--- config.mk ---
export PLATFORM = sky130hd
export DESIGN_NAME = left_to_right_integer_calculator
export DESIGN_NICKNAME = d
export VERILOG_FILES = /design/src/rtl/core/ltric_pkg.sv /design/src/rtl/core/ltric_front.sv /design/src/rtl/core/ltric_cmd_queue.sv /design/src/rtl/core/ltric_back.sv /design/src/rtl/core/left_to_right_integer_calculator.sv
export SDC_FILE = /design/constraint.sdc
export NUM_CORES = 2
export LEC_CHECK = 0
export BUFFER_PORTS_ARGS = -buffer_cell sky130_fd_sc_hd__buf_2
export CAP_MARGIN = 10
export CORE_ASPECT_RATIO = 1.25
export CORE_MARGIN = 2
export CORE_UTILIZATION = 50
export CTS_BUF_LIST = sky130_fd_sc_hd__clkbuf_16
export CTS_CLUSTER_DIAMETER = 60
export DETAILED_ROUTE_END_ITERATION = 12
export PLACE_DENSITY = 0.74
export SLEW_MARGIN = 20
export SYNTH_ARGS = -nofsm -noshare
export SYNTH_HDL_FRONTEND = slang
export SYNTH_SLANG_ARGS = --single-unit
export TNS_END_PERCENT = 30
--- constraint.sdc ---
create_clock -name aclk -period 8.9 [get_ports aclk]
set_clock_uncertainty 0.05 [all_clocks]
set_input_delay 0.89 -clock aclk [delete_from_list [all_inputs] [get_ports aclk]]
set_output_delay 0.89 -clock aclk [all_outputs]
set_load 0.01 [all_outputs]
--- src/rtl/core/ltric_pkg.sv ---
package ltric_pkg;

    localparam int VALUE_WIDTH = 32;
    localparam int TDATA_W     = ((VALUE_WIDTH + 7) / 8) * 8;
    localparam int CNT_W       = $clog2(VALUE_WIDTH + 1);

    localparam int QDEPTH = 2;
    localparam int QPTR_W = $clog2(QDEPTH);
    localparam int QCNT_W = $clog2(QDEPTH + 1);

    localparam logic [2:0] OP_LOAD = 3'd0;
    localparam logic [2:0] OP_ADD  = 3'd1;
    localparam logic [2:0] OP_SUB  = 3'd2;
    localparam logic [2:0] OP_MUL  = 3'd3;
    localparam logic [2:0] OP_DIV  = 3'd4;
    localparam logic [2:0] OP_NONE = 3'd5;

    localparam logic [7:0] CH_STAR  = 8'h2A;
    localparam logic [7:0] CH_PLUS  = 8'h2B;
    localparam logic [7:0] CH_MINUS = 8'h2D;
    localparam logic [7:0] CH_SLASH = 8'h2F;
    localparam logic [7:0] CH_ZERO  = 8'h30;
    localparam logic [7:0] CH_NINE  = 8'h39;

    // One command for the back end: apply op with operand; on finish, apply
    // tail with a zero operand and then emit the result.
    typedef struct packed {
        logic [2:0]             op;
        logic [VALUE_WIDTH-1:0] operand;
        logic                   finish;
        logic [2:0]             tail;
    } cmd_t;

    function automatic logic [2:0] decode_op(input logic [7:0] c);
        logic [2:0] r;
        unique case (c)
            CH_PLUS:  r = OP_ADD;
            CH_MINUS: r = OP_SUB;
            CH_STAR:  r = OP_MUL;
            CH_SLASH: r = OP_DIV;
            default:  r = OP_NONE;
        endcase
        return r;
    endfunction

endpackage

--- src/rtl/core/ltric_front.sv ---
module ltric_front (
    input  logic              aclk,
    input  logic              aresetn,
    input  logic              s_tvalid,
    output logic              s_tready,
    input  logic [7:0]        s_tdata,   // [7:0] symbol
    input  logic              s_tlast,
    output logic              cmd_push,
    output ltric_pkg::cmd_t   cmd,
    input  logic              cmd_full
);
    import ltric_pkg::*;

    logic [VALUE_WIDTH-1:0] operand_reg, operand_next;
    logic                   neg_reg, neg_next;
    logic                   in_op_reg, in_op_next;
    logic [2:0]             pend_reg, pend_next;

    logic                   accept;
    logic                   is_digit;
    logic                   is_sign;
    logic [VALUE_WIDTH-1:0] times10;
    logic [VALUE_WIDTH-1:0] op_upd;
    logic                   neg_upd;
    logic [VALUE_WIDTH-1:0] signed_operand;
    logic [2:0]             decoded;

    assign s_tready = !cmd_full;
    assign accept   = s_tvalid && s_tready;

    always_comb begin
        is_digit = (s_tdata >= CH_ZERO) && (s_tdata <= CH_NINE);
        is_sign  = !is_digit && !in_op_reg && (s_tdata == CH_PLUS || s_tdata == CH_MINUS);
        times10  = (operand_reg << 3) + (operand_reg << 1);
        op_upd   = is_digit ? times10 + VALUE_WIDTH'(s_tdata[3:0]) : operand_reg;
        neg_upd  = is_sign ? (s_tdata == CH_MINUS) : neg_reg;
        signed_operand = neg_upd ? (~op_upd + 1'b1) : op_upd;
        decoded  = decode_op(s_tdata);

        cmd.op      = pend_reg;
        cmd.operand = signed_operand;
        cmd.finish  = s_tlast;
        cmd.tail    = (is_digit || is_sign) ? OP_NONE : decoded;
        cmd_push    = accept && (!(is_digit || is_sign) || s_tlast);
    end

    always_comb begin
        operand_next = operand_reg;
        neg_next     = neg_reg;
        in_op_next   = in_op_reg;
        pend_next    = pend_reg;
        if (accept) begin
            priority if (s_tlast) begin
                operand_next = '0;
                neg_next     = 1'b0;
                in_op_next   = 1'b0;
                pend_next    = OP_LOAD;
            end else if (is_digit) begin
                operand_next = op_upd;
                in_op_next   = 1'b1;
            end else if (is_sign) begin
                neg_next     = neg_upd;
                in_op_next   = 1'b1;
            end else begin
                operand_next = '0;
                neg_next     = 1'b0;
                in_op_next   = 1'b0;
                pend_next    = decoded;
            end
        end
    end

    always_ff @(posedge aclk) begin
        if (!aresetn) begin
            operand_reg <= '0;
            neg_reg     <= 1'b0;
            in_op_reg   <= 1'b0;
            pend_reg    <= OP_LOAD;
        end else begin
            operand_reg <= operand_next;
            neg_reg     <= neg_next;
            in_op_reg   <= in_op_next;
            pend_reg    <= pend_next;
        end
    end

endmodule

--- src/rtl/core/ltric_cmd_queue.sv ---
module ltric_cmd_queue (
    input  logic              aclk,
    input  logic              aresetn,
    input  logic              push,
    input  ltric_pkg::cmd_t   din,
    output logic              full,
    input  logic              pop,
    output ltric_pkg::cmd_t   dout,
    output logic              valid
);
    import ltric_pkg::*;

    cmd_t              mem_reg [QDEPTH];
    logic [QPTR_W-1:0] wr_ptr_reg, wr_ptr_next;
    logic [QPTR_W-1:0] rd_ptr_reg, rd_ptr_next;
    logic [QCNT_W-1:0] count_reg, count_next;
    logic              do_push;
    logic              do_pop;

    assign full    = (count_reg == QCNT_W'(QDEPTH));
    assign valid   = (count_reg != '0);
    assign dout    = mem_reg[rd_ptr_reg];
    assign do_push = push && !full;
    assign do_pop  = pop && valid;

    always_comb begin
        wr_ptr_next = do_push ? wr_ptr_reg + 1'b1 : wr_ptr_reg;
        rd_ptr_next = do_pop ? rd_ptr_reg + 1'b1 : rd_ptr_reg;
        count_next  = count_reg;
        if (do_push && !do_pop) begin
            count_next = count_reg + 1'b1;
        end else if (do_pop && !do_push) begin
            count_next = count_reg - 1'b1;
        end
    end

    always_ff @(posedge aclk) begin
        if (do_push) begin
            mem_reg[wr_ptr_reg] <= din;
        end
    end

    always_ff @(posedge aclk) begin
        if (!aresetn) begin
            wr_ptr_reg <= '0;
            rd_ptr_reg <= '0;
            count_reg  <= '0;
        end else begin
            wr_ptr_reg <= wr_ptr_next;
            rd_ptr_reg <= rd_ptr_next;
            count_reg  <= count_next;
        end
    end

endmodule

--- src/rtl/core/ltric_back.sv ---
module ltric_back (
    input  logic                          aclk,
    input  logic                          aresetn,
    input  logic                          cmd_valid,
    input  ltric_pkg::cmd_t               cmd,
    output logic                          cmd_pop,
    output logic                          m_tvalid,
    input  logic                          m_tready,
    output logic [ltric_pkg::VALUE_WIDTH-1:0] m_value,
    output logic                          m_dz
);
    import ltric_pkg::*;

    localparam logic [1:0] ST_IDLE = 2'd0;
    localparam logic [1:0] ST_DIV  = 2'd1;
    localparam logic [1:0] ST_FIN  = 2'd2;

    localparam int W = VALUE_WIDTH;

    logic [1:0]       state_reg, state_next;
    logic [W-1:0]     acc_reg, acc_next;
    logic             dz_reg, dz_next;
    logic             fin_reg, fin_next;
    logic [2:0]       tail_reg, tail_next;
    logic [W-1:0]     rem_reg, rem_next;
    logic [W-1:0]     quo_reg, quo_next;
    logic [W-1:0]     div_reg, div_next;
    logic             qneg_reg, qneg_next;
    logic [CNT_W-1:0] cnt_reg, cnt_next;
    logic             out_valid_reg, out_valid_next;
    logic [W-1:0]     out_value_reg, out_value_next;
    logic             out_dz_reg, out_dz_next;

    logic [W-1:0]     product;
    logic [W:0]       shifted;
    logic [W:0]       diff;
    logic [W-1:0]     quo_step;
    logic [W-1:0]     tail_acc;
    logic             tail_dz;
    logic             out_free;

    assign m_tvalid = out_valid_reg;
    assign m_value  = out_value_reg;
    assign m_dz     = out_dz_reg;
    assign out_free = !out_valid_reg || m_tready;
    assign cmd_pop  = cmd_valid && (state_reg == ST_IDLE);
    assign product  = acc_reg * cmd.operand;

    // one restoring divide step per cycle on magnitudes
    always_comb begin
        shifted  = {rem_reg, quo_reg[W-1]};
        diff     = shifted - {1'b0, div_reg};
        quo_step = {quo_reg[W-2:0], !diff[W]};
    end

    // trailing operator applied to a missing (zero) operand
    always_comb begin
        tail_acc = acc_reg;
        tail_dz  = dz_reg;
        unique case (tail_reg)
            OP_LOAD, OP_MUL: tail_acc = '0;
            OP_DIV:          tail_dz  = 1'b1;
            default:         tail_acc = acc_reg;
        endcase
    end

    always_comb begin
        state_next     = state_reg;
        acc_next       = acc_reg;
        dz_next        = dz_reg;
        fin_next       = fin_reg;
        tail_next      = tail_reg;
        rem_next       = rem_reg;
        quo_next       = quo_reg;
        div_next       = div_reg;
        qneg_next      = qneg_reg;
        cnt_next       = cnt_reg;
        out_valid_next = out_valid_reg && !m_tready;
        out_value_next = out_value_reg;
        out_dz_next    = out_dz_reg;

        unique case (state_reg)
            ST_IDLE: begin
                if (cmd_valid) begin
                    fin_next   = cmd.finish;
                    tail_next  = cmd.tail;
                    state_next = cmd.finish ? ST_FIN : ST_IDLE;
                    unique case (cmd.op)
                        OP_LOAD: acc_next = cmd.operand;
                        OP_ADD:  acc_next = acc_reg + cmd.operand;
                        OP_SUB:  acc_next = acc_reg - cmd.operand;
                        OP_MUL:  acc_next = product;
                        OP_DIV: begin
                            if (cmd.operand == '0) begin
                                dz_next = 1'b1;
                            end else begin
                                rem_next   = '0;
                                quo_next   = acc_reg[W-1] ? ~acc_reg + 1'b1 : acc_reg;
                                div_next   = cmd.operand[W-1] ? ~cmd.operand + 1'b1
                                                              : cmd.operand;
                                qneg_next  = acc_reg[W-1] ^ cmd.operand[W-1];
                                cnt_next   = CNT_W'(W);
                                state_next = ST_DIV;
                            end
                        end
                        default: acc_next = acc_reg;
                    endcase
                end
            end
            ST_DIV: begin
                rem_next = diff[W] ? shifted[W-1:0] : diff[W-1:0];
                quo_next = quo_step;
                cnt_next = cnt_reg - 1'b1;
                if (cnt_reg == CNT_W'(1)) begin
                    acc_next   = qneg_reg ? ~quo_step + 1'b1 : quo_step;
                    state_next = fin_reg ? ST_FIN : ST_IDLE;
                end
            end
            ST_FIN: begin
                if (out_free) begin
                    out_valid_next = 1'b1;
                    out_value_next = tail_acc;
                    out_dz_next    = tail_dz;
                    acc_next       = '0;
                    dz_next        = 1'b0;
                    state_next     = ST_IDLE;
                end
            end
            default: state_next = ST_IDLE;
        endcase
    end

    always_ff @(posedge aclk) begin
        rem_reg       <= rem_next;
        quo_reg       <= quo_next;
        div_reg       <= div_next;
        qneg_reg      <= qneg_next;
        cnt_reg       <= cnt_next;
        fin_reg       <= fin_next;
        tail_reg      <= tail_next;
        out_value_reg <= out_value_next;
        out_dz_reg    <= out_dz_next;
    end

    always_ff @(posedge aclk) begin
        if (!aresetn) begin
            state_reg     <= ST_IDLE;
            acc_reg       <= '0;
            dz_reg        <= 1'b0;
            out_valid_reg <= 1'b0;
        end else begin
            state_reg     <= state_next;
            acc_reg       <= acc_next;
            dz_reg        <= dz_next;
            out_valid_reg <= out_valid_next;
        end
    end

    a_div_nonzero: assert property (@(posedge aclk) disable iff (!aresetn)
        (state_reg == ST_DIV) |-> (div_reg != '0))
        else $error("divider running with zero divisor");

    a_clear_after_emit: assert property (@(posedge aclk) disable iff (!aresetn)
        (state_reg == ST_FIN && out_free) |=> (acc_reg == '0 && !dz_reg && m_tvalid))
        else $error("state not cleared after result");

    a_pop_only_idle: assert property (@(posedge aclk) disable iff (!aresetn)
        cmd_pop |-> (state_reg == ST_IDLE))
        else $error("command taken while busy");

    a_div_count: assert property (@(posedge aclk) disable iff (!aresetn)
        (state_reg == ST_DIV) |-> (cnt_reg != '0))
        else $error("divide counter underflow");

endmodule

--- src/rtl/core/left_to_right_integer_calculator.sv ---
// Left-to-right calculator: evaluates an ASCII expression, no precedence.
// Input word (s_*): one character per word in s_tdata[7:0]; s_tlast marks
// the final character of an expression. Operands are an optional sign and
// decimal digits; + - * / are operators, anything else is a no-op operator.
// Output word (m_*): one per expression, issued after the s_tlast word.
// m_tdata holds the 32-bit two's complement value, m_tuser is set when a
// division by zero was skipped (accumulator left as it was).
// Digits and signs are absorbed by the front end; unless one ends the
// expression, it issues no command. An operator is applied as the back end
// takes it, except a divide by a nonzero operand, which runs the restoring
// divider on magnitudes (one quotient bit per cycle). The last word's command
// waits behind earlier ones, then passes ST_FIN into the output register.
// A two-entry command queue sits between front and back, so characters
// keep flowing while the back end divides until the queue fills.
// When m_tready is low the result stays in the output register; the back
// end keeps working and only stalls when it has a second result to issue.
// Reset (aresetn low, synchronous) clears the accumulator, the pending
// operator (next operand loads the accumulator) and the sticky flag.
module left_to_right_integer_calculator (
    input  logic                           aclk,
    input  logic                           aresetn,
    input  logic                           s_tvalid,
    output logic                           s_tready,
    input  logic [7:0]                     s_tdata,   // [7:0] symbol
    input  logic                           s_tlast,
    output logic                           m_tvalid,
    input  logic                           m_tready,
    output logic [ltric_pkg::TDATA_W-1:0]  m_tdata,   // [VALUE_WIDTH-1:0] value
    output logic                           m_tuser    // [0] divide_by_zero
);
    import ltric_pkg::*;

    cmd_t                   push_cmd;
    cmd_t                   head_cmd;
    logic                   cmd_push;
    logic                   cmd_full;
    logic                   cmd_valid;
    logic                   cmd_pop;
    logic [VALUE_WIDTH-1:0] value;

    ltric_front u_front (
        .aclk     (aclk),
        .aresetn  (aresetn),
        .s_tvalid (s_tvalid),
        .s_tready (s_tready),
        .s_tdata  (s_tdata),
        .s_tlast  (s_tlast),
        .cmd_push (cmd_push),
        .cmd      (push_cmd),
        .cmd_full (cmd_full)
    );

    ltric_cmd_queue u_queue (
        .aclk    (aclk),
        .aresetn (aresetn),
        .push    (cmd_push),
        .din     (push_cmd),
        .full    (cmd_full),
        .pop     (cmd_pop),
        .dout    (head_cmd),
        .valid   (cmd_valid)
    );

    ltric_back u_back (
        .aclk      (aclk),
        .aresetn   (aresetn),
        .cmd_valid (cmd_valid),
        .cmd       (head_cmd),
        .cmd_pop   (cmd_pop),
        .m_tvalid  (m_tvalid),
        .m_tready  (m_tready),
        .m_value   (value),
        .m_dz      (m_tuser)
    );

    assign m_tdata = TDATA_W'(value);

endmodule

==> results.yml <==
timing:
  fin_crit_sh: 0.947
  slew_violations: 0
  max_slew_margin: 0.297
  tightest_slew_ps: 1050
  period_minus_slack_ps: 8430
  hold_viol_final: 0
  fmax_ghz: 0.119
  setup_viol: 0
  rsz0062_at_grt: "false"
  finalSetupTns_ps: 0
logic_synthesis:
  ys_seq_elements: 296
  ys_types: 99
  yosysTopAreaCell: "fa_1"
  ys_warn_count: 0
  synth-edff-count: 218
  synth_area_leaders: "fa_1 22%, edfxtp_1 18%, ha_1 8.7%"
  ys.flop_type: "edfxtp_1"
  netlist.area_leader.share: 0.224
  syn_avg_cell_area_um2: 9.22
  async_reset_ff_frac: 0
  syn_area_um2: 36800
  netlist_instances: 3993
  seq_area_frac_synth: 0.220
  synth_fp_nets: 4674
clocking:
  cts_setup_buffers: 0
  cts_buffer_depth: 3
  cts.sinks: 296
  tritoncts: "built"
  cts_hold_buf: 0
  path_clk_slew_ps: 70
  cts_buffers: 31
  postCtsResizedCells: 0
  htree_num_levels: 1
  clock-root-buffer: "clkbuf_16"
  clkLatencyLatePin_ps: 600
detailed_routing:
  avgViaCountPerCell: 5.95
  drc: 0
  wirelength_mm: 112
  drtAntennaViolNets: 0
  dr.pass1.iters: 6
  num_vias: 29400
  wl_per_cell_um: 22.7
  first_iter_violations: 2462
final_layout:
  area_delta_synth_final_pct: 6.88
  diodes: 0
  final_layout_size_suffix_gt1_frac: 0.0763
  nets: 4639
  largest_reg_flops: 78
  nFillCells: 6536
worst_setup_path:
  crit_fanout: 35
  critPathCaptureType: "register"
  worstSetupPathType: "register to register"
  critPathLaunchType: "register"
  cp_data_arrival_time_ps: 8870
  crit_required_ps: 9340
outcome:
  status: "finished, final reports clean"
floorplanning:
  pin_count: 48
  fp.dieH_um: 307
  die_area_um2: 75800
  initial_core_util: 0.503
  dieWidth_um: 247
  rows: 111
  fp.coreArea_um2: 73200
placement:
  io_buffer_count: 47
  globalplace.congestion: 0.978
  hpwl_mm: 85.9
global_routing:
  grt_pass1_wl_mm: 175
  grt_max_degree: 71
  first_global_vias: 29900
  grt-ovfl-total: 0
  grt_usage: 0.302
  antenna_found_initial: 1
job:
  drv_cap: 0
worst_hold_path:
  min_path_type: "register to register"
[cells in the final DEF (no fill, tap or decap), types with 160 or more instances in the layout]
| cell type | synthesis | layout |
|---|---|---|
| a21oi_1 | 180 | 180 |
| and2_1 | 292 | 291 |
| edfxtp_1 | 218 | 218 |
| fa_1 | 412 | 412 |
| ha_1 | 256 | 255 |
| inv_1 | 451 | 452 |
| nand2_1 | 432 | 432 |
| nor2_1 | 219 | 216 |
| o21ai_0 | 160 | 160 |
| xnor2_1 | 219 | 218 |
[cell type report]
| cell class | instances | area (µm²) | area share |
|---|---|---|---|
| clock buffer | 31 | 776 | 0.0197 |
| sequential | 296 | 8110 | 0.206 |
| timing repair buffer | 148 | 993 | 0.0252 |
| inverter | 454 | 1700 | 0.0433 |
| tap | 960 | 1200 | 0.0305 |
| clock inverter | 27 | 297 | 0.00753 |
| multi-input combinational | 3027 | 26300 | 0.668 |
[path summary, 6_finish.rpt]
check,startpoint,endpoint,slack [ps],cells after the start
max,register,u_back.acc_reg[30],470,23
min,u_front.pend_reg[2],u_queue.mem_reg[0][38],460,0
max reg2reg,register,u_back.acc_reg[30],470,23
min reg2reg,u_front.pend_reg[2],u_queue.mem_reg[0][38],460,0
[cells by family (layout without fill, tap and decap cells)]
kind of cell	after synthesis	count (layout)	synth area share
flops	296	296	0.220
fa+ha+maj	668	668	0.311
simple gates	1244	1244	0.170
buf+inv	670	660	0.0691
mux	109	109	0.0313
compound gates	683	683	0.122
xor+xnor	323	323	0.0768
[worst max-delay path, cell delays in order, from the launching register on]
cell,delay [ps]
dfxtp_4,660
mux2_2,640
and2_1,290
fa_1,530
inv_1,50
fa_1,490
fa_1,450
fa_1,580
inv_1,60
fa_1,460
ha_1,300
fa_1,510
fa_1,430
ha_1,390
and3_1,270
o211ai_1,120
a22oi_1,300
nand3_1,190
o311a_1,340
o41ai_1,440
xnor2_1,180
nor2_1,70
o41ai_1,360
a21oi_1,110
[synth_stat cells, types with 15 or more instances]
master	count
inv_1	451
nand2_1	432
fa_1	412
and2_1	292
ha_1	256
nor2_1	219
xnor2_1	219
edfxtp_1	218
clkbuf_1	184
a21oi_1	180
o21ai_0	160
xor2_1	104
nor2b_1	83
dfxtp_1	78
mux2i_1	69
a21o_1	52
nor3_1	45
mux2_2	37
a22oi_1	35
nand3_1	33
o31ai_1	27
o21a_1	25
a211oi_1	24
a31oi_1	21
or3_1	16
a221oi_1	15
buf_1	15
buf_2	15
[metal layers]
layer	wire, µm	track usage	vias up
met1	42900	0.375	14500
met5	0	0	-
met2	53800	0.506	1295
met4	7360	0.162	0
li1	-	-	13200
met3	8280	0.0451	367
[per-stage QoR]
stage / util / cells / cell area [µm²] / setup WS [ps] / hold WS, ps
after floorplan: - / 3993 / 36800 / 904 / 376
after global placement: 0.523 / 4885 / 38300 / 609 / 414
after detailed placement: 0.523 / 4885 / 38300 / 570 / 435
after CTS: 0.538 / 4943 / 39300 / 521 / 446
after global routing: 0.538 / 4943 / 39400 / 139 / 458
final: 0.538 / 4943 / 39400 / 470 / 459
Power is not shown: default switching activity piles up to over one toggle a cycle in this logic, so the estimate is an artifact.
